===== src/edgp_div.sv =====
// ============================================================================
// edgp_div
// Pipelined restoring divider, one quotient bit per stage, with side data.
// ============================================================================
`default_nettype none

module edgp_div #(
    parameter int NUM_W  = 38,
    parameter int DEN_W  = 23,
    parameter int Q_W    = 16,
    parameter int SIDE_W = 8
) (
    input  wire logic                i_clk,
    input  wire logic                i_rst_n,
    input  wire logic                i_adv,
    input  wire logic                i_v,
    input  wire logic [NUM_W-1:0]    i_num,
    input  wire logic [DEN_W-1:0]    i_den,
    input  wire logic [SIDE_W-1:0]   i_side,
    output logic                     o_v,
    output logic [Q_W-1:0]           o_q,
    output logic [SIDE_W-1:0]        o_side
);

    localparam int W = (NUM_W > DEN_W + Q_W) ? NUM_W : DEN_W + Q_W;

    logic              c_v    [Q_W];
    logic [W-1:0]      c_rem  [Q_W];
    logic [DEN_W-1:0]  c_den  [Q_W];
    logic [Q_W-1:0]    c_q    [Q_W];
    logic [SIDE_W-1:0] c_side [Q_W];

    logic              r_v    [Q_W];
    logic [W-1:0]      r_rem  [Q_W];
    logic [DEN_W-1:0]  r_den  [Q_W];
    logic [Q_W-1:0]    r_q    [Q_W];
    logic [SIDE_W-1:0] r_side [Q_W];

    for (genvar s = 0; s < Q_W; s++) begin : g_st
        localparam int B = Q_W - 1 - s;
        logic [W-1:0] trial;
        logic         take;

        // Stage input: module port or previous stage
        if (s == 0) begin : g_first
            assign c_v[s]    = i_v;
            assign c_rem[s]  = W'(i_num);
            assign c_den[s]  = i_den;
            assign c_q[s]    = '0;
            assign c_side[s] = i_side;
        end else begin : g_next
            assign c_v[s]    = r_v[s-1];
            assign c_rem[s]  = r_rem[s-1];
            assign c_den[s]  = r_den[s-1];
            assign c_q[s]    = r_q[s-1];
            assign c_side[s] = r_side[s-1];
        end

        // Subtract the shifted divisor when it fits
        assign trial = W'(c_den[s]) << B;
        assign take  = (c_rem[s] >= trial);

        always_ff @(posedge i_clk) begin
            if (!i_rst_n) begin
                r_v[s] <= 1'b0;
            end else if (i_adv) begin
                r_v[s] <= c_v[s];
            end
        end

        always_ff @(posedge i_clk) begin
            if (i_adv) begin
                r_rem[s]  <= take ? (c_rem[s] - trial) : c_rem[s];
                r_den[s]  <= c_den[s];
                r_q[s]    <= take ? (c_q[s] | (Q_W'(1) << B)) : c_q[s];
                r_side[s] <= c_side[s];
            end
        end
    end

    assign o_v    = r_v[Q_W-1];
    assign o_q    = r_q[Q_W-1];
    assign o_side = r_side[Q_W-1];

endmodule

`default_nettype wire


===== config.mk =====
export PLATFORM = sky130hd
export DESIGN_NAME = edgp_div
export DESIGN_NICKNAME = d
export VERILOG_FILES = /design/src/edgp_div.sv
export SDC_FILE = /design/constraint.sdc
export NUM_CORES = 2
export LEC_CHECK = 0
export BUFFER_PORTS_ARGS = -buffer_cell sky130_fd_sc_hd__buf_2
export CAP_MARGIN = 20
export CORE_MARGIN = 3
export CORE_UTILIZATION = 35
export CTS_CLUSTER_SIZE = 30
export DETAILED_ROUTE_END_ITERATION = 10
export MAX_ROUTING_LAYER = met4
export SYNTH_ARGS = -nofsm -noshare
export SYNTH_HDL_FRONTEND = slang
export SYNTH_SLANG_ARGS = --single-unit
export TNS_END_PERCENT = 50

===== constraint.sdc =====
create_clock -name i_clk -period 3.4 [get_ports i_clk]
set_clock_uncertainty 0.1 [all_clocks]
set_input_delay 0.68 -clock i_clk [delete_from_list [all_inputs] [get_ports i_clk]]
set_output_delay 0.68 -clock i_clk [all_outputs]
set_load 0.02 [all_outputs]

==> flow_summary.toml <==
[logic_synthesis]
synthDominantCellAreaShare_pct = 58.6
yosysSeqAreaShare_pct = 58.7
synth_top_family_by_area = "compound AO/OA/AOI/OAI gates"
yosys.cell_types.count = 93
ys.flop_type = "edfxtp_1"
synthSimpleGateAreaFrac_pct = 10.5
synth-compound-area-share_pct = 12.6
synth-warning-count = 0
synth_edf_count = 1209
synth_cells = 5191
synth_area_leaders = "edfxtp_1, ha_1, a21oi_1, xnor2_1, inv_1"
synthXorXnorAreaFrac_pct = 5.49
muxShareOfSynthArea_pct = 1.41
synth_fa_ha_area_share_pct = 7.92
netlist_area_um2 = 61900
ys_ff_latch = 1210
async_reset_ff_share_pct = 0
yosysTopAreaCell = "edfxtp_1"
syn-num-nets = 5647
syn_avg_cell_area_um2 = 11.9

[pwr]
p_leak_nw = 30.1
power_frac_clock_pct = 24.9
switching_power_mw = 20.5
internal-power_mw = 40.4
power_density_nw_per_um2 = 801
p_sw_share_pct = 33.6
power_frac_seq_pct = 37.3
ir_drop_mv = 0.460
comb_power_share_pct = 37.8

[clock_network]
cts.path.max_buffers = 3
cts_tree = "built"
clock_latency_ns = 0.78
clock_sinks = 1210
cts_root_buffer = "clkbuf_16"
clkTransAtPathRegs_ns = 0.06
htreeDepth = 4
cts_made_buffers = 141

[timing]
worst_slack_ns = -0.0929
hold_violations = 0
fmax_mhz = 286
setup_viol = 11
slew_headroom_pct = 53.3
finalCritPeriodShare_pct = 103
tightest_slew_ns = 0.700
tns_ns = -0.536
min_period_ns = 3.49
slew_viol_final = 0
rsz0062_at_grt = "yes"

[global_routing]
antenna_found_initial = 1
grt_use_total_pct = 16.4
overflow = 0
grt_pass1_wl_um = 229000
grt_max_degree = 119
grt_pass1_vias = 41798

[cells_and_area]
drive_gt1_share_pct = 19.4
area_delta_synth_final_pct = 22.9
layout_commonest_cell = "edfxtp_1"
fillers = 16083
final_cell_mix = "edfxtp_1, buf_4, inv_1, a21oi_1, nor2_1"
nNetsFinal = 6425

[floorplanning]
die_w_um = 427
initial_core_util_pct = 35.4
rows = 153
core_area_um2 = 175000
die_area_um2 = 182000
die_height_um = 427
io_pins = 98

[worst_hold_path]
hold_class = "in2reg"

[place]
portBuffers = 97
hpwl_um = 112000
gp_congestion = 0.913
dp_worst_setup_slack_ns = -0.425

[routing]
dr.pass1.iters = 5
wire_per_inst_um = 17.4
vias = 41687
drc_errors = 0
ant_nets = 0
totalWireLength_um = 147000
drtIter0Drc = 2618
viasPerCell = 4.96

[run_status]
run_status = "finished, violations left"
violations = "negative setup slack"

[setup_path]
start_kind = "register"
endpoint_kind = "register"
arrival_ns = 3.90
crit_type = "reg2reg"
critPathMaxFanout = 7
required_ns = 3.81

[flow_run]
maxCapViolCount = 0
[synthesized netlist by cell type (all sizes together) (12+ instances only)]
master,instances
o21bai,48
xor2,165
or2,16
ha,368
o31ai,22
edfxtp,1209
clkbuf,85
o211ai,32
a41oi,12
a31oi,33
nor3,75
nand2,315
inv,466
nor2,383
or3,41
nand3b,17
nand4,53
nand2b,63
fa,15
nor3b,15
a21oi,475
and2,18
o31a,15
and3,46
o21ai,269
nor4b,23
o21a,44
or4,18
buf,14
xnor2,223
mux2,72
nor2b,51
nand3,81
a211oi,32
a21o,148
nor4,63
[final timing paths]
path                  from            end  slack, ns  cells after the start
max            r_rem[7][7]    r_rem[8][8]      -0.09                     13
max reg2reg    r_rem[7][7]    r_rem[8][8]      -0.09                     13
min               i_den[5]    r_den[0][5]        0.1                      2
min reg2reg  r_side[12][1]  r_side[13][1]       0.27                      0
[routing by layer]
layer	up-vias	wire length [um]	GRT usage (%)
li1	20803	-	-
met1	19856	62000	19.2
met2	770	74500	28.7
met3	258	5300	2.50
met4	0	4820	5.60
met5	-	0	-
[power groups by stage]
stage	Combinational [mW]	Sequential, mW	Clock (mW)
final	23.0	22.7	15.2
after global routing	25.5	23.0	16.3
after CTS	22.2	22.7	15.7
after detailed placement	21.7	23.0	0
after global placement	21.5	23.0	0
after floorplan	14.8	22.0	0
[timing repair]
action                                  in CTS  in global routing
gates resized for setup                     68                198
buffers inserted                             9                 33
pin swaps                                   14                 71
hold buffers                                43                  0
endpoints found under the setup margin     230                270
endpoints found under the hold margin       43                  0
cloned                                       2                  1
[through the flow]
| stage | utilization, % | total power, mW | hold slack, ns | instance area, um2 | cells |
|---|---|---|---|---|---|
| after global routing | 43.5 | 64.8 | 0.0406 | 76100 | 8404 |
| final | 43.5 | 60.9 | 0.0997 | 76100 | 8405 |
| after floorplan | - | 36.8 | 0.300 | 61900 | 5191 |
| after CTS | 42.9 | 60.6 | 0.0154 | 75000 | 8374 |
| after detailed placement | 39.8 | 44.7 | 0.305 | 69500 | 8067 |
| after global placement | 39.8 | 44.5 | 0.300 | 69500 | 8067 |
[cell families after synthesis]
family,count (synthesis)
and+or+nand+nor,1309
xor gates and xnor gates,388
muxes,76
DFF,1210
AOI/OAI and AO/OA,1259
buffers and inverters,566
adders and majority gates,383
[worst max-delay path: stages, from the launching register on]
cell	delay, ns
edfxtp_1	0.39
inv_1	0.07
ha_2	0.18
inv_2	0.04
fa_2	0.34
a211oi_2	0.24
o211a_1	0.22
a211oi_2	0.09
a221o_1	0.39
o31a_1	0.28
buf_4	0.15
a41oi_4	0.24
buf_12	0.18
mux2_4	0.30
[area by class of cell]
| cell class | count | area [um2] | area share, % |
|---|---|---|---|
| Timing Repair Buffer | 734 | 5910 | 7.77 |
| Clock inverter | 88 | 1040 | 1.37 |
| Sequential cell | 1210 | 36300 | 47.8 |
| Clock buffer | 165 | 3640 | 4.79 |
| Inverter | 467 | 1760 | 2.31 |
| Tap cell | 2325 | 2910 | 3.82 |
| Multi-Input combinational cell | 3415 | 24500 | 32.2 |
| Antenna cell | 1 | 2.50 | 0.00329 |
[sequential cells by signal, summed over array words and instances (netlist names)]
register / cells
r_den: 345
r_q: 136
r_side: 128
r_v: 16
r_rem: 585
Power figures use the tool's default switching activity.
