<file path="config.mk">
export PLATFORM = sky130hd
export DESIGN_NAME = edgp_isqrt
export DESIGN_NICKNAME = d
export VERILOG_FILES = /design/src/edgp_pkg.sv /design/src/edgp_isqrt.sv
export SDC_FILE = /design/constraint.sdc
export NUM_CORES = 2
export LEC_CHECK = 0
export BUFFER_PORTS_ARGS = -buffer_cell sky130_fd_sc_hd__buf_2
export CAP_MARGIN = 20
export CORE_ASPECT_RATIO = 0.7
export CORE_UTILIZATION = 49
export CTS_CLUSTER_DIAMETER = 80
export DETAILED_ROUTE_END_ITERATION = 12
export HOLD_SLACK_MARGIN = 0.06
export SYNTH_ARGS = -nofsm -noshare
export SYNTH_HDL_FRONTEND = slang
export SYNTH_SLANG_ARGS = --single-unit
</file>
<file path="constraint.sdc">
create_clock -name i_clk -period 3.91 [get_ports i_clk]
set_input_delay 0.782 -clock i_clk [delete_from_list [all_inputs] [get_ports i_clk]]
set_output_delay 0.782 -clock i_clk [all_outputs]
set_load 0.01 [all_outputs]
</file>
<file path="src/edgp_pkg.sv">
// ============================================================================
// edgp_pkg
// Shared constants and types for the emitter distance gain and pan block.
// ============================================================================
`default_nettype none

package edgp_pkg;

    // Field widths
    localparam int POS_WIDTH_DEF = 24;
    localparam int RAD_W         = 23;
    localparam int GAIN_W        = 16;
    localparam int GAIN_FRAC     = 15;

    // Derived arithmetic widths
    localparam int D2_W   = 2 * RAD_W;                   // squared distance
    localparam int ATT_W  = GAIN_FRAC + 1;               // attenuation, up to unity
    localparam int MAG_W  = 15;                          // pan offset magnitude
    localparam int PNUM_W = RAD_W + MAG_W;               // pan dividend
    localparam int ANUM_W = RAD_W + GAIN_FRAC;           // attenuation dividend
    localparam int P1_W   = 2 * GAIN_W - GAIN_FRAC;      // gain chain, first product
    localparam int P2_W   = P1_W + GAIN_W - GAIN_FRAC;
    localparam int P3_W   = P2_W + GAIN_W - GAIN_FRAC;
    localparam int P4_W   = P3_W + ATT_W - GAIN_FRAC;

    // Constants
    localparam logic [GAIN_W-1:0] VOL_RESET  = 16'd32768;
    localparam logic [GAIN_W-1:0] UNITY      = 16'd32768;
    localparam logic [15:0]       PAN_CENTRE = 16'd32768;
    localparam logic [MAG_W-1:0]  PAN_SPAN   = 15'd22938;   // round(0.35 * 65536)

    // Per-request data carried down the pipeline
    typedef struct packed {
        logic              aud;
        logic              pan_on;
        logic              dx_pos;
        logic [RAD_W-1:0]  radius;
        logic [P3_W-1:0]   prod;
        logic [PNUM_W-1:0] pnum;
        logic [ATT_W-1:0]  att;
        logic [MAG_W-1:0]  mag;
    } t_side;

    // Result payload
    typedef struct packed {
        logic        audible;
        logic [15:0] gain;
        logic [15:0] pan;
    } t_res;

endpackage

`default_nettype wire

</file>
<file path="src/edgp_isqrt.sv">
// ============================================================================
// edgp_isqrt
// Pipelined integer square root, one root bit per stage, with side data.
// ============================================================================
`default_nettype none

module edgp_isqrt #(
    parameter int X_W    = edgp_pkg::D2_W,
    parameter int SIDE_W = 8
) (
    input  wire logic                i_clk,
    input  wire logic                i_rst_n,
    input  wire logic                i_adv,
    input  wire logic                i_v,
    input  wire logic [X_W-1:0]      i_x,
    input  wire logic [SIDE_W-1:0]   i_side,
    output logic                     o_v,
    output logic [X_W/2-1:0]         o_root,
    output logic [SIDE_W-1:0]        o_side
);

    localparam int R_W = X_W / 2;

    logic              c_v    [R_W];
    logic [X_W-1:0]    c_rem  [R_W];
    logic [R_W-1:0]    c_q    [R_W];
    logic [SIDE_W-1:0] c_side [R_W];

    logic              r_v    [R_W];
    logic [X_W-1:0]    r_rem  [R_W];
    logic [R_W-1:0]    r_q    [R_W];
    logic [SIDE_W-1:0] r_side [R_W];

    for (genvar s = 0; s < R_W; s++) begin : g_st
        localparam int B = R_W - 1 - s;
        logic [X_W:0] step;
        logic         take;

        // Stage input: module port or previous stage
        if (s == 0) begin : g_first
            assign c_v[s]    = i_v;
            assign c_rem[s]  = i_x;
            assign c_q[s]    = '0;
            assign c_side[s] = i_side;
        end else begin : g_next
            assign c_v[s]    = r_v[s-1];
            assign c_rem[s]  = r_rem[s-1];
            assign c_q[s]    = r_q[s-1];
            assign c_side[s] = r_side[s-1];
        end

        // Try setting root bit B: (q + 2^B)^2 - q^2 = q*2^(B+1) + 2^(2B)
        assign step = ((X_W+1)'(c_q[s]) << (B + 1)) + ((X_W+1)'(1) << (2 * B));
        assign take = ({1'b0, c_rem[s]} >= step);

        always_ff @(posedge i_clk) begin
            if (!i_rst_n) begin
                r_v[s] <= 1'b0;
            end else if (i_adv) begin
                r_v[s] <= c_v[s];
            end
        end

        always_ff @(posedge i_clk) begin
            if (i_adv) begin
                r_rem[s]  <= take ? (c_rem[s] - step[X_W-1:0]) : c_rem[s];
                r_q[s]    <= take ? (c_q[s] | (R_W'(1) << B)) : c_q[s];
                r_side[s] <= c_side[s];
            end
        end
    end

    assign o_v    = r_v[R_W-1];
    assign o_root = r_q[R_W-1];
    assign o_side = r_side[R_W-1];

endmodule

`default_nettype wire

</file>
==> flow_summary.rst <==
.. list-table::
   :header-rows: 1

   * - Metric
     - Value
   * - Total global routing track utilization
     - 0.226
   * - Placement Rows
     - 113
   * - Hold violation count in the final report
     - 0
   * - Worst hold path class
     - in2reg
   * - Net switching component of the power
     - approximately 12 mW
   * - Number of design rule violations left after detail routing
     - 0
   * - Max Clock Skew
     - around 0.024 ns
   * - Chain of cells forming the critical path
     - nor3_1 > nand3b_1 > nor4_1 > buf_4 > nand2b_1 > a211oi_4 > nor3_1 > nor4b_1 > xor2_1
   * - Post-synthesis cell count
     - between 5000 and 6000
   * - Post-CTS resize count
     - 0
   * - Sinks on the clock net
     - 1495
   * - Number of buffers on the longest clock path
     - 3
   * - Number of buffers inserted by post-CTS setup repair
     - 0
   * - Crit end category
     - flop
   * - Quantity of I/O buffers inserted on ports
     - 89
   * - Hold bufs inserted after CTS
     - 0
   * - Pin count of the biggest net entering global routing
     - roughly 160
   * - Top cell type by total area after synthesis
     - sky130_fd_sc_hd__edfxtp_1
   * - Crit path required time
     - between 4 and 5 ns
   * - RSZ-0062 raised after global routing
     - false
   * - Library cells used by synthesis
     - slightly above 90
   * - Net count reported at finish
     - approximately 5600
   * - Multi-input logic area
     - approximately 21000 um^2
   * - Cell area after placement
     - about 71000 um^2
   * - Crit path time final
     - 3.64 ns
   * - Total iterations of the first detailed-routing run
     - 6
   * - Chip width
     - between 400 and 500 um
   * - Maximum fanout along the worst path
     - 8
   * - Sequential share of the synthesized area
     - 0.664
   * - Floorplan die area
     - about 140000 um^2
   * - Synthesized cell area
     - 67600 um^2
   * - Vias in the first global route
     - 38200
   * - Total core area
     - approximately 140000 um^2
   * - Worst path max stage delay
     - 0.61 ns
   * - Grt ovf
     - 0
   * - Most common flop cell mapped by yosys
     - sky130_fd_sc_hd__edfxtp_1
   * - Area growth from synthesis to layout
     - 11.9%
   * - Mean number of vias per cell
     - 5.70
   * - Synthesized area per cell
     - between 10 and 15 um^2
   * - Count of warnings emitted by yosys
     - 0
   * - Filler cell count in the final layout
     - about 11000
   * - Critical Setup Path Class
     - reg2reg
   * - Pwr dens
     - about 570 nW/um^2
   * - Post-DP HPWL
     - about 120000 um
   * - Register cell area after layout
     - approximately 45000 um^2
   * - Setup crit start kind
     - flop
   * - Commonest cells in the netlist
     - 1494 x sky130_fd_sc_hd__edfxtp_1, 354 x sky130_fd_sc_hd__inv_1, 326 x sky130_fd_sc_hd__nand2_1
   * - Finished Cell Area
     - ~76000 um^2
   * - Number of H-tree levels
     - 4
   * - RD Place Congestion
     - roughly 0.9
   * - Clk root buf
     - sky130_fd_sc_hd__clkbuf_16
   * - Layout Cells excl Fill
     - just over 7000
   * - Worst Tran Pin Value
     - around 1 ns
   * - Nets in the synthesized netlist
     - approximately 5400
   * - Total vias in the final route
     - 41100
   * - Comb power frac
     - 0.166
   * - Worst IR Drop VDD
     - roughly 0.00049 V
   * - Fraction of layout cells with a size suffix above 1
     - 0.0877
   * - Iteration-0 DRC Markers
     - between 4000 and 5000
   * - Number of flip-flops and latches in the synthesized netlist
     - 1495
   * - Switching share of power
     - 0.280
   * - Leading cell type by number of instances after synthesis
     - sky130_fd_sc_hd__edfxtp_1
   * - Clock latency at the later pin of the worst-skew pair
     - 0.80 ns
   * - Fraction of power consumed by sequential logic
     - 0.502
   * - Internal power contribution
     - ~31 mW
   * - Relative slew margins
     - 0.327
   * - CTS buffer count
     - 147
   * - Max-cap viol count
     - 0
   * - Most common cell on crit path
     - sky130_fd_sc_hd__nor3_1
   * - I/O pins
     - 90
   * - Clock network power share
     - 0.332
   * - Critical-path top delay cell
     - sky130_fd_sc_hd__nor4_1
   * - Fmax achieved
     - approximately 270 MHz
   * - Leakage Power
     - approximately 28 nW
   * - Area share of the largest cell type after synthesis
     - 0.664
   * - Initial antenna violation count
     - 6
   * - Clock-pin slew on the worst setup and hold paths
     - about 0.060 ns
   * - Antenna-violating nets left
     - 0
   * - Die height
     - ~310 um
   * - Cell types occupying the most area after synthesis
     - sky130_fd_sc_hd__edfxtp_1 66%, sky130_fd_sc_hd__ha_1 5.5%, sky130_fd_sc_hd__xnor2_1 3.0%, sky130_fd_sc_hd__xor2_1 2.5%, sky130_fd_sc_hd__inv_1 2.0%
   * - Finished Core Util
     - 0.555
   * - Final max-slew violation count
     - 0
   * - Arrival time of the worst setup path
     - around 4.2 ns
   * - Setup violation total in the final timing report
     - 0
   * - Cell total after placement
     - slightly below 7000
   * - Status
     - completed
   * - Post-route clock period utilization
     - 0.932
   * - Avg WL per Cell
     - roughly 22 um
   * - Initial cell density of the core
     - 0.496
   * - First-pass GRT wire length
     - around 240000 um
   * - Final TNS setup
     - 0 ns
   * - Final wirelength
     - between 150000 and 200000 um
   * - Clock tree from TritonCTS
     - built
   * - Fraction of synthesis flops using an asynchronous set or reset pin
     - 0
   * - EDFF count, synth
     - between 1000 and 1500
[final cells by class]
type	instances	area share
Timing Repair Buffer	170	0.0164
Antenna cell	1	0.0000331
Clock buffer	174	0.0502
Sequential cell	1495	0.593
Clock inverter	91	0.0131
Tap cell	1840	0.0304
Inverter	356	0.0177
Multi-Input combinational cell	3075	0.279
[path summary, 6_finish.rpt]
path	startpoint	end	slack [ns]	cells after the start
max reg2reg	r_rem[1][262]	r_rem[1][318]	0.27	9
min	i_side[2]	r_side[0][2]	0.16	1
min reg2reg	r_side[19][3]	r_side[20][3]	0.41	0
max	r_rem[1][262]	r_rem[1][318]	0.27	9
[flip-flops by register name (all words and copies together), names as in the netlist]
register / count
r_v: 23
r_side: 184
r_rem: 1012
r_q: 276
[critical path, delay by kind of cell, from the launching register on]
| kind | cells | cell delay [ns] |
|---|---|---|
| xor gates and xnor gates | 1 | 0.28 |
| AOI/OAI and AO/OA | 1 | 0.09 |
| DFF | 1 | 0.59 |
| and+or+nand+nor | 6 | 2.24 |
| buffers and inverters | 1 | 0.23 |
[per-layer routing]
layer  wire (um)  vias up  GRT usage  share of wire
met5          91        -    0.00473        0.00058
met4        2550        2     0.0495          0.016
met3       15100      201     0.0691          0.097
met2       55700     1425      0.265           0.36
met1       83100    20000      0.388           0.53
li1            -    19400          -              -
[cell usage in the layout, fill, tap and decap left out, types with 89 or more instances in the layout]
| cell | instances |
|---|---|
| sky130_fd_sc_hd__nor2_1 | 257 |
| sky130_fd_sc_hd__nand2_1 | 326 |
| sky130_fd_sc_hd__a21oi_1 | 243 |
| sky130_fd_sc_hd__buf_2 | 89 |
| sky130_fd_sc_hd__nor4_1 | 163 |
| sky130_fd_sc_hd__xnor2_1 | 235 |
| sky130_fd_sc_hd__edfxtp_1 | 1494 |
| sky130_fd_sc_hd__o21ai_0 | 244 |
| sky130_fd_sc_hd__clkbuf_16 | 148 |
| sky130_fd_sc_hd__nand3_1 | 90 |
| sky130_fd_sc_hd__ha_1 | 295 |
| sky130_fd_sc_hd__nor3_1 | 120 |
| sky130_fd_sc_hd__inv_1 | 354 |
| sky130_fd_sc_hd__xor2_1 | 191 |
[logic make-up (layout without fill, tap and decap cells)]
group,after synthesis,after routing,share of synthesized area
flops,1495,1495,0.664
simple gates,1415,1415,0.111
compound gates,897,897,0.0841
buf+inv,433,791,0.0245
xor+xnor,426,426,0.0552
fa+ha+maj,295,295,0.0546
mux,42,42,0.00679
other cells,0,1,0
[power groups by stage]
stage | Combinational [mW] | Clock [mW] | Sequential [mW]
after floorplan | 4.96 | 0 | 21.1
after global placement | 6.97 | 0 | 21.8
after detailed placement | 6.98 | 0 | 21.8
after CTS | 7.06 | 14.5 | 21.5
after global routing | 7.92 | 15.1 | 21.7
final | 7.11 | 14.2 | 21.5
[per-stage QoR]
stage | power (mW) | hold slack (ns) | worst slack (ns)
after floorplan | 26.0 | 0.400 | 0.849
after global placement | 28.8 | 0.400 | 0.338
final | 42.8 | 0.160 | 0.267
after detailed placement | 28.8 | 0.405 | 0.322
after global routing | 44.7 | 0.112 | 0.0189
after CTS | 43.1 | 0.0989 | 0.280
(Power assumes the default switching activity.)
