--- config.mk ---
export PLATFORM = sky130hd
export DESIGN_NAME = edgp_back
export DESIGN_NICKNAME = d
export VERILOG_FILES = /design/src/edgp_pkg.sv /design/src/edgp_back.sv
export SDC_FILE = /design/constraint.sdc
export NUM_CORES = 1
export LEC_CHECK = 0
export BUFFER_PORTS_ARGS = -buffer_cell sky130_fd_sc_hd__clkbuf_2
export CAP_MARGIN = 20
export CORE_ASPECT_RATIO = 0.8
export CORE_MARGIN = 1
export CORE_UTILIZATION = 50
export DETAILED_ROUTE_END_ITERATION = 6
export PLACE_DENSITY = 0.69
export SKIP_CTS_REPAIR_TIMING = 1
export SYNTH_ARGS = -nofsm -noshare
export SYNTH_HDL_FRONTEND = slang
export SYNTH_SLANG_ARGS = --single-unit
--- constraint.sdc ---
create_clock -name i_clk -period 21.5 [get_ports i_clk]
set_clock_uncertainty 0.05 [all_clocks]
set_input_delay 6.45 -clock i_clk [delete_from_list [all_inputs] [get_ports i_clk]]
set_output_delay 6.45 -clock i_clk [all_outputs]
set_load 0.03 [all_outputs]
--- src/edgp_pkg.sv ---
// ============================================================================
// edgp_pkg
// Shared constants and types for the emitter distance gain and pan block.
// ============================================================================
`default_nettype none

package edgp_pkg;

    // Field widths
    localparam int POS_WIDTH_DEF = 24;
    localparam int RAD_W         = 23;
    localparam int GAIN_W        = 16;
    localparam int GAIN_FRAC     = 15;

    // Derived arithmetic widths
    localparam int D2_W   = 2 * RAD_W;                   // squared distance
    localparam int ATT_W  = GAIN_FRAC + 1;               // attenuation, up to unity
    localparam int MAG_W  = 15;                          // pan offset magnitude
    localparam int PNUM_W = RAD_W + MAG_W;               // pan dividend
    localparam int ANUM_W = RAD_W + GAIN_FRAC;           // attenuation dividend
    localparam int P1_W   = 2 * GAIN_W - GAIN_FRAC;      // gain chain, first product
    localparam int P2_W   = P1_W + GAIN_W - GAIN_FRAC;
    localparam int P3_W   = P2_W + GAIN_W - GAIN_FRAC;
    localparam int P4_W   = P3_W + ATT_W - GAIN_FRAC;

    // Constants
    localparam logic [GAIN_W-1:0] VOL_RESET  = 16'd32768;
    localparam logic [GAIN_W-1:0] UNITY      = 16'd32768;
    localparam logic [15:0]       PAN_CENTRE = 16'd32768;
    localparam logic [MAG_W-1:0]  PAN_SPAN   = 15'd22938;   // round(0.35 * 65536)

    // Per-request data carried down the pipeline
    typedef struct packed {
        logic              aud;
        logic              pan_on;
        logic              dx_pos;
        logic [RAD_W-1:0]  radius;
        logic [P3_W-1:0]   prod;
        logic [PNUM_W-1:0] pnum;
        logic [ATT_W-1:0]  att;
        logic [MAG_W-1:0]  mag;
    } t_side;

    // Result payload
    typedef struct packed {
        logic        audible;
        logic [15:0] gain;
        logic [15:0] pan;
    } t_res;

endpackage

`default_nettype wire

--- src/edgp_back.sv ---
// ============================================================================
// edgp_back
// Two-stage back end: squared attenuation, pan, final gain and saturation.
// ============================================================================
`default_nettype none

module edgp_back (
    input  wire logic              i_clk,
    input  wire logic              i_rst_n,
    input  wire logic              i_adv,
    input  wire logic              i_v,
    input  wire edgp_pkg::t_side   i_side,
    output logic                   o_v,
    output edgp_pkg::t_res         o_res
);

    localparam int GF = edgp_pkg::GAIN_FRAC;

    // ---- Stage 1: attenuation squared and pan ----
    logic [2*edgp_pkg::ATT_W-1:0] att_sq;
    logic [15:0]                  pan;

    assign att_sq = i_side.att * i_side.att;

    always_comb begin
        pan = edgp_pkg::PAN_CENTRE;
        if (i_side.pan_on) begin
            if (i_side.dx_pos) begin
                pan = edgp_pkg::PAN_CENTRE - 16'(i_side.mag);
            end else begin
                pan = edgp_pkg::PAN_CENTRE + 16'(i_side.mag);
            end
        end
    end

    logic                         r_s1_v;
    logic                         r_s1_aud;
    logic [edgp_pkg::ATT_W-1:0]   r_s1_att2;
    logic [edgp_pkg::P3_W-1:0]    r_s1_prod;
    logic [15:0]                  r_s1_pan;

    always_ff @(posedge i_clk) begin
        if (!i_rst_n) begin
            r_s1_v <= 1'b0;
        end else if (i_adv) begin
            r_s1_v <= i_v;
        end
    end

    always_ff @(posedge i_clk) begin
        if (i_adv) begin
            r_s1_aud  <= i_side.aud;
            r_s1_att2 <= att_sq[edgp_pkg::ATT_W+GF-1:GF];
            r_s1_prod <= i_side.prod;
            r_s1_pan  <= pan;
        end
    end

    // ---- Stage 2: last gain product, saturate, mask inaudible ----
    logic [edgp_pkg::P3_W+edgp_pkg::ATT_W-1:0] prod4;
    logic [edgp_pkg::P4_W-1:0]                 g4;
    logic [15:0]                               gain_sat;

    assign prod4    = r_s1_prod * r_s1_att2;
    assign g4       = prod4[edgp_pkg::P4_W+GF-1:GF];
    assign gain_sat = (g4 > edgp_pkg::P4_W'(edgp_pkg::UNITY)) ? edgp_pkg::UNITY : 16'(g4);

    logic            r_s2_v;
    edgp_pkg::t_res  r_s2_res;

    always_ff @(posedge i_clk) begin
        if (!i_rst_n) begin
            r_s2_v <= 1'b0;
        end else if (i_adv) begin
            r_s2_v <= r_s1_v;
        end
    end

    always_ff @(posedge i_clk) begin
        if (i_adv) begin
            r_s2_res.audible <= r_s1_aud;
            r_s2_res.gain    <= r_s1_aud ? gain_sat : 16'd0;
            r_s2_res.pan     <= r_s1_aud ? r_s1_pan : edgp_pkg::PAN_CENTRE;
        end
    end

    assign o_v   = r_s2_v;
    assign o_res = r_s2_res;

endmodule

`default_nettype wire

==> flow_metrics.tcl, run 1 <==
set metrics [dict create \
    r2r_slack_ps 13870 \
    post_drt_wl_per_cell_um 17.1 \
    cp_num_buf_inv 8 \
    die_w_um 225 \
    drt-initial-drc-count 833 \
    vias_per_cell 5.26 \
    syn_nets 2787 \
    synth_edf_count 85 \
    cts_sinks 87 \
    slew_headroom_pct 24.1 \
    ant_nets 0 \
    crit_fanout 15 \
    drive_gt1_share_pct 6.69 \
    synth-simple-area-share_pct 15.4 \
    holdPathEnd "o_res[15]" \
    avgSynthCellArea_um2 9.65 \
    final.period_utilization_pct 59.0 \
    numCtsBuffers 9 \
    placed_area_um2 20800 \
    cpMostUsedCell "inv_1" \
    crit_family "adder cells" \
    coreArea_um2 39400 \
    slowest_stage "fa_1" \
    arrival_ps 12770 \
    synth-compound-area-share_pct 5.45 \
    outcome "complete, no violations" \
    rr_worst_depth 20 \
    final_common_cell "inv_1" \
    hold_viol 0 \
    antenna_found_initial 1 \
    synth_ff_type "edfxtp_1" \
    clk_latency_ps 390 \
    track_usage_pct 24.1 \
    gp_congestion 0.861 \
    finalSetupViolCount 0 \
    synth_cell_type_count 70 \
    nFillCells 3630 \
    synth.yosys.seq_area_share_pct 13.0 \
    syn_inst 2069 \
    layout.nets 2822 \
    post-route-drc-count 0 \
    mostFrequentLayoutCells "507 x inv_1, 398 x fa_1, 233 x and2_1, 232 x nand2_1, 202 x ha_1" \
    cts_root_buf "clkbuf_16" \
    initial_core_util_pct 50.7 \
    timing.fmax_mhz 78.9 \
    fin_tns_setup_ps 0 \
    rows 65 \
    vias 13900 \
    firstDrtPassIters 5 \
    hold_path.class "register to register" \
    design.die.area_um2 40700 \
    crit_type "primary input to register" \
    port_buffers 90 \
    drv_slew 0 \
    hold_depth 1 \
    fin_crit_ps 12680 \
    muxShareOfSynthArea_pct 0.376 \
    grt_pass1_wl_um 76200 \
    worst_pin_slew_ps 1140 \
    r2r-start "r_s1_att2[7]" \
    area_delta_synth_final_pct 5.90 \
    crit_path_end_kind "register" \
    yosysWarnings 0 \
    clock_path_buffers 2 \
    io_pins 152 \
    h-tree-depth 3 \
    fin_area_um2 21100 \
    grt_overflow 0 \
    cp-start-kind "primary input" \
    hp-start "r_s1_pan[15]" \
    synth-seq-cells 87 \
    die_h_um 181 \
    grt_max_degree 86 \
    dp_hpwl_um 35900 \
    critPathRequiredTime_ps 21590 \
    syn-cell-area_um2 20000 \
    clk_pin_slew_ps 70 \
    cts_tree "done" \
    drv_cap 0 \
    cp_cell_sequence "clkbuf_2 > nand2_1 > inv_1 > fa_1 > inv_1 > fa_1 > inv_1 > fa_1 > inv_1 > fa_1 > inv_1 > fa_1 > inv_1 > fa_1 > inv_1 > ha_1 > a2111oi_0 > a21oi_1 > o41ai_2 > o21ai_0 > a211o_1 > a21oi_1 > xnor2_1" \
    grt_pass1_vias 15200 \
    async_flop_share_pct 0 \
    routed_wl_um 45200 \
    synth_xor_area_share_pct 2.22 \
    synthAdderAreaFrac_pct 52.6 \
    reg2reg_to "o_res[23]" \
    max_stage_delay_ps 540 \
    rsz0062_at_grt "no" \
    synth_top_family_by_area "adder cells" \
]
how the worst max path moves through the flow:
stage | start | endpoint | slack [ps] | depth (start not counted)
5_1_grt | i_side[18] | r_s1_att2[10] | 8410 | 23
2_1_floorplan | i_side[18] | r_s1_att2[10] | 9270 | 23
3_3_place_gp | i_side[18] | r_s1_att2[10] | 8580 | 23
4_1_cts | i_side[18] | r_s1_att2[10] | 8880 | 23
6_report | i_side[18] | r_s1_att2[10] | 8820 | 23
3_5_place_dp | i_side[18] | r_s1_att2[10] | 8490 | 23
per-layer routing:
layer	wire, um	global-route usage (%)
met3	2840	4.23
met4	1140	7.73
met5	0	0
met1	19500	32.1
met2	21700	40.1
through the flow:
| step | setup slack, ps | util [%] | hold slack (ps) | std cells |
|---|---|---|---|---|
| after detailed placement | 8490 | 52.9 | 445 | 2628 |
| after floorplan | 9270 | - | 374 | 2069 |
| final | 8820 | 53.7 | 458 | 2646 |
| after global routing | 8410 | 53.7 | 482 | 2645 |
| after global placement | 8580 | 52.9 | 440 | 2628 |
| after CTS | 8880 | 53.6 | 464 | 2644 |
logic make-up after synthesis:
group,after synthesis
compound gates,149
xor+xnor,49
fa+ha+maj,600
buf+inv,575
flops,87
mux,7
simple gates,602
sequential cells by signal (all words and copies together), names as in the netlist:
signal,cells
r_s1_pan,16
r_s1_prod,19
r_s1_v,1
o_res,33
o_v,1
r_s1_aud,1
r_s1_att2,16
synth_stat cells (15+ instances only):
cell type,instances,share of area (%)
inv_1,507,9.5
fa_1,398,40
and2_1,233,7.3
nand2_1,232,4.4
ha_1,202,13
edfxtp_1,85,13
clkbuf_1,62,1.2
nor2_1,48,0.90
a21oi_1,33,0.83
xnor2_1,33,1.4
a21o_1,24,0.90
o21ai_0,21,0.53
nor3_1,15,0.38
xor2_1,15,0.66
worst register-to-register path, stage by stage, from the launching register on:
cell       delay (ps)
edfxtp_1         1110
nand2_1           200
fa_1              590
inv_1              50
fa_1              480
fa_1              590
fa_1              440
fa_1              490
inv_1              50
fa_1              470
inv_1              40
ha_1              360
a21oi_1           250
o21ai_2           100
a211oi_1          290
a21oi_2           200
a2111oi_2         370
nor3_1             80
o21ai_1           260
o2111ai_2         380
nor3_1            520
area by class of cell:
type | count | area, um^2 | share of cell area, %
multi-input cells | 1407 | 15200 | 71.8
diodes | 1 | 2.50 | 0.0118
well taps | 536 | 671 | 3.17
clock inverters | 7 | 72.6 | 0.343
clock buffers | 9 | 225 | 1.07
repair buffers | 92 | 488 | 2.31
inverters | 507 | 1900 | 9.00
flip-flops and latches | 87 | 2590 | 12.3
Power of run 1 is left out: the tool's default activity adds up to more than one toggle a clock period on the data nets, which glitch-free logic cannot reach.
==> run 2, diff against run 1 <==
--- a/config.mk
+++ b/config.mk
@@ -11,7 +11,7 @@
 export CORE_MARGIN = 1
 export CORE_UTILIZATION = 50
 export DETAILED_ROUTE_END_ITERATION = 6
-export PLACE_DENSITY = 0.69
+export PLACE_DENSITY = 0.72
 export SKIP_CTS_REPAIR_TIMING = 1
 export SYNTH_ARGS = -nofsm -noshare
 export SYNTH_HDL_FRONTEND = slang
==> constraint.sdc (replaced) <==
create_clock -name i_clk -period 10.79 [get_ports i_clk]
set_clock_uncertainty 0.05 [all_clocks]
set_input_delay 3.237 -clock i_clk [delete_from_list [all_inputs] [get_ports i_clk]]
set_output_delay 3.237 -clock i_clk [all_outputs]
set_load 0.03 [all_outputs]
==> run 2 against run 1 <==
Against the previous run: critical path depth shrank 2; first-iteration DRC count increased by 9.8%; sequential share of layout area barely moved; clock-buffer cell count is the same; worst hold slack got worse by 5.8 ps; register-to-register slack worse by 11000 ps; flip-flop and latch count stayed put; setup slack worse by 7500 ps; critical path type unchanged; largest cell class unchanged; highest routed layer is now met5.
==> flow_metrics.tcl, run 2 (synthesized netlist as in run 1, its figures left out) <==
set metrics [dict create \
    clk_latency_ps 390 \
    cp_num_buf_inv 6 \
    post_drt_wl_per_cell_um 17.1 \
    rows 65 \
    register_area_um2 2590 \
    area_delta_synth_final_pct 5.87 \
    crit_type "primary input to register" \
    drv_slew 0 \
    clock_path_buffers 2 \
    die_w_um 225 \
    cp_cell_sequence "clkbuf_2 > inv_1 > nor2_1 > fa_1 > inv_1 > fa_1 > fa_1 > fa_1 > inv_1 > fa_1 > inv_1 > fa_1 > inv_1 > ha_1 > a2111oi_0 > a21oi_1 > o41ai_2 > o21ai_0 > a211o_1 > a21oi_1 > xnor2_1" \
    critPathRequiredTime_ps 10870 \
    timing.fmax_mhz 106 \
    clk_pin_slew_ps 70 \
    layout.nets 2825 \
    drive_gt1_share_pct 6.82 \
    cpMostUsedCell "fa_1" \
    mostFrequentLayoutCells "507 x inv_1, 398 x fa_1, 233 x and2_1, 232 x nand2_1, 202 x ha_1" \
    nFillCells 3584 \
    die_h_um 181 \
    max_stage_delay_ps 530 \
    cp-start-kind "primary input" \
    arrival_ps 9540 \
    h-tree-depth 3 \
    largest_reg_flops 33 \
    fin_tns_setup_ps 0 \
    rsz0062_at_grt "no" \
    grt_pass1_wl_um 75900 \
    final.period_utilization_pct 87.7 \
    firstDrtPassIters 5 \
    pre_cts_ws_ps 1020 \
    slew_headroom_pct 30.5 \
    crit_path_end_kind "register" \
    hold_viol 0 \
    ant_nets 0 \
    coreArea_um2 39400 \
    hold_path.class "register to register" \
    port_buffers 90 \
    io_pins 152 \
    numCtsBuffers 9 \
    initial_core_util_pct 50.7 \
    gp_congestion 0.890 \
    grt_overflow 0 \
    vias_per_cell 5.27 \
    drt-initial-drc-count 915 \
    multi_input_area_um2 15200 \
    design.die.area_um2 40700 \
    crit_fanout 12 \
    vias 14000 \
    cts_sinks 87 \
    cts_tree "done" \
    grt_pass1_vias 15100 \
    outcome "complete, no violations" \
    final_common_cell "inv_1" \
    track_usage_pct 24.0 \
    slowest_stage "fa_1" \
    grt_max_degree 45 \
    drv_cap 0 \
    fin_ws_ps 1330 \
    finalSetupViolCount 0 \
    antenna_found_initial 2 \
    crit_family "adder cells" \
    cts_root_buf "clkbuf_16" \
    post-route-drc-count 0 \
    routed_wl_um 45300 \
    dp_hpwl_um 36200 \
    fin_crit_ps 9460 \
    worst_pin_slew_ps 1040 \
]
## run 2: cell count changes in the layout (fill, tap and decap cells not counted)
cell        change
clkinvlp_4      +1
inv_8           -1
clkinv_4        -1
buf_16          -1
buf_4           +4
clkinv_2        +1
## run 2: worst register-to-register path: cells and delay by family (launching register included)
family | cells | cell delay (ps)
adders and majority gates | 7 | 3540
AOI/OAI and AO/OA | 7 | 1710
DFF | 1 | 1030
and+or+nand+nor | 3 | 970
buffers and inverters | 3 | 140
## run 2: area by class of cell
cell class | instances | share of cell area [%]
Antenna cell | 1 | 0.0118
Clock buffer | 9 | 1.07
Clock inverter | 7 | 0.308
Inverter | 507 | 9.00
Multi-Input combinational cell | 1407 | 71.9
Sequential cell | 87 | 12.3
Tap cell | 536 | 3.17
Timing Repair Buffer | 95 | 2.32
## run 2: per-layer routing
metal  GRT usage [%]  vias up  share of wire, %
li1                -     6336                 -
met1            32.6     7134                44
met2            39.3      429                47
met3            3.40       69               6.4
met4            8.24        2               2.7
met5               0        -             0.038
## run 2: worst paths after layout
check,cells after the start,end,from,slack [ps]
max reg2reg,20,o_res[25],r_s1_att2[10],3080
max,21,r_s1_att2[10],i_side[22],1330
min reg2reg,1,o_res[15],r_s1_pan[15],450
min,1,o_res[15],r_s1_pan[15],450
## run 2: stage by stage
stage	cell area [um^2]	hold slack (ps)	std cells	utilization (%)
floorplan	20000	374	2069	-
global placement	20800	435	2632	52.9
detailed placement	20800	444	2632	52.9
CTS	21100	454	2648	53.7
global route	21100	477	2649	53.7
finish	21100	453	2649	53.7
Power of run 2 is left out for the same reason.
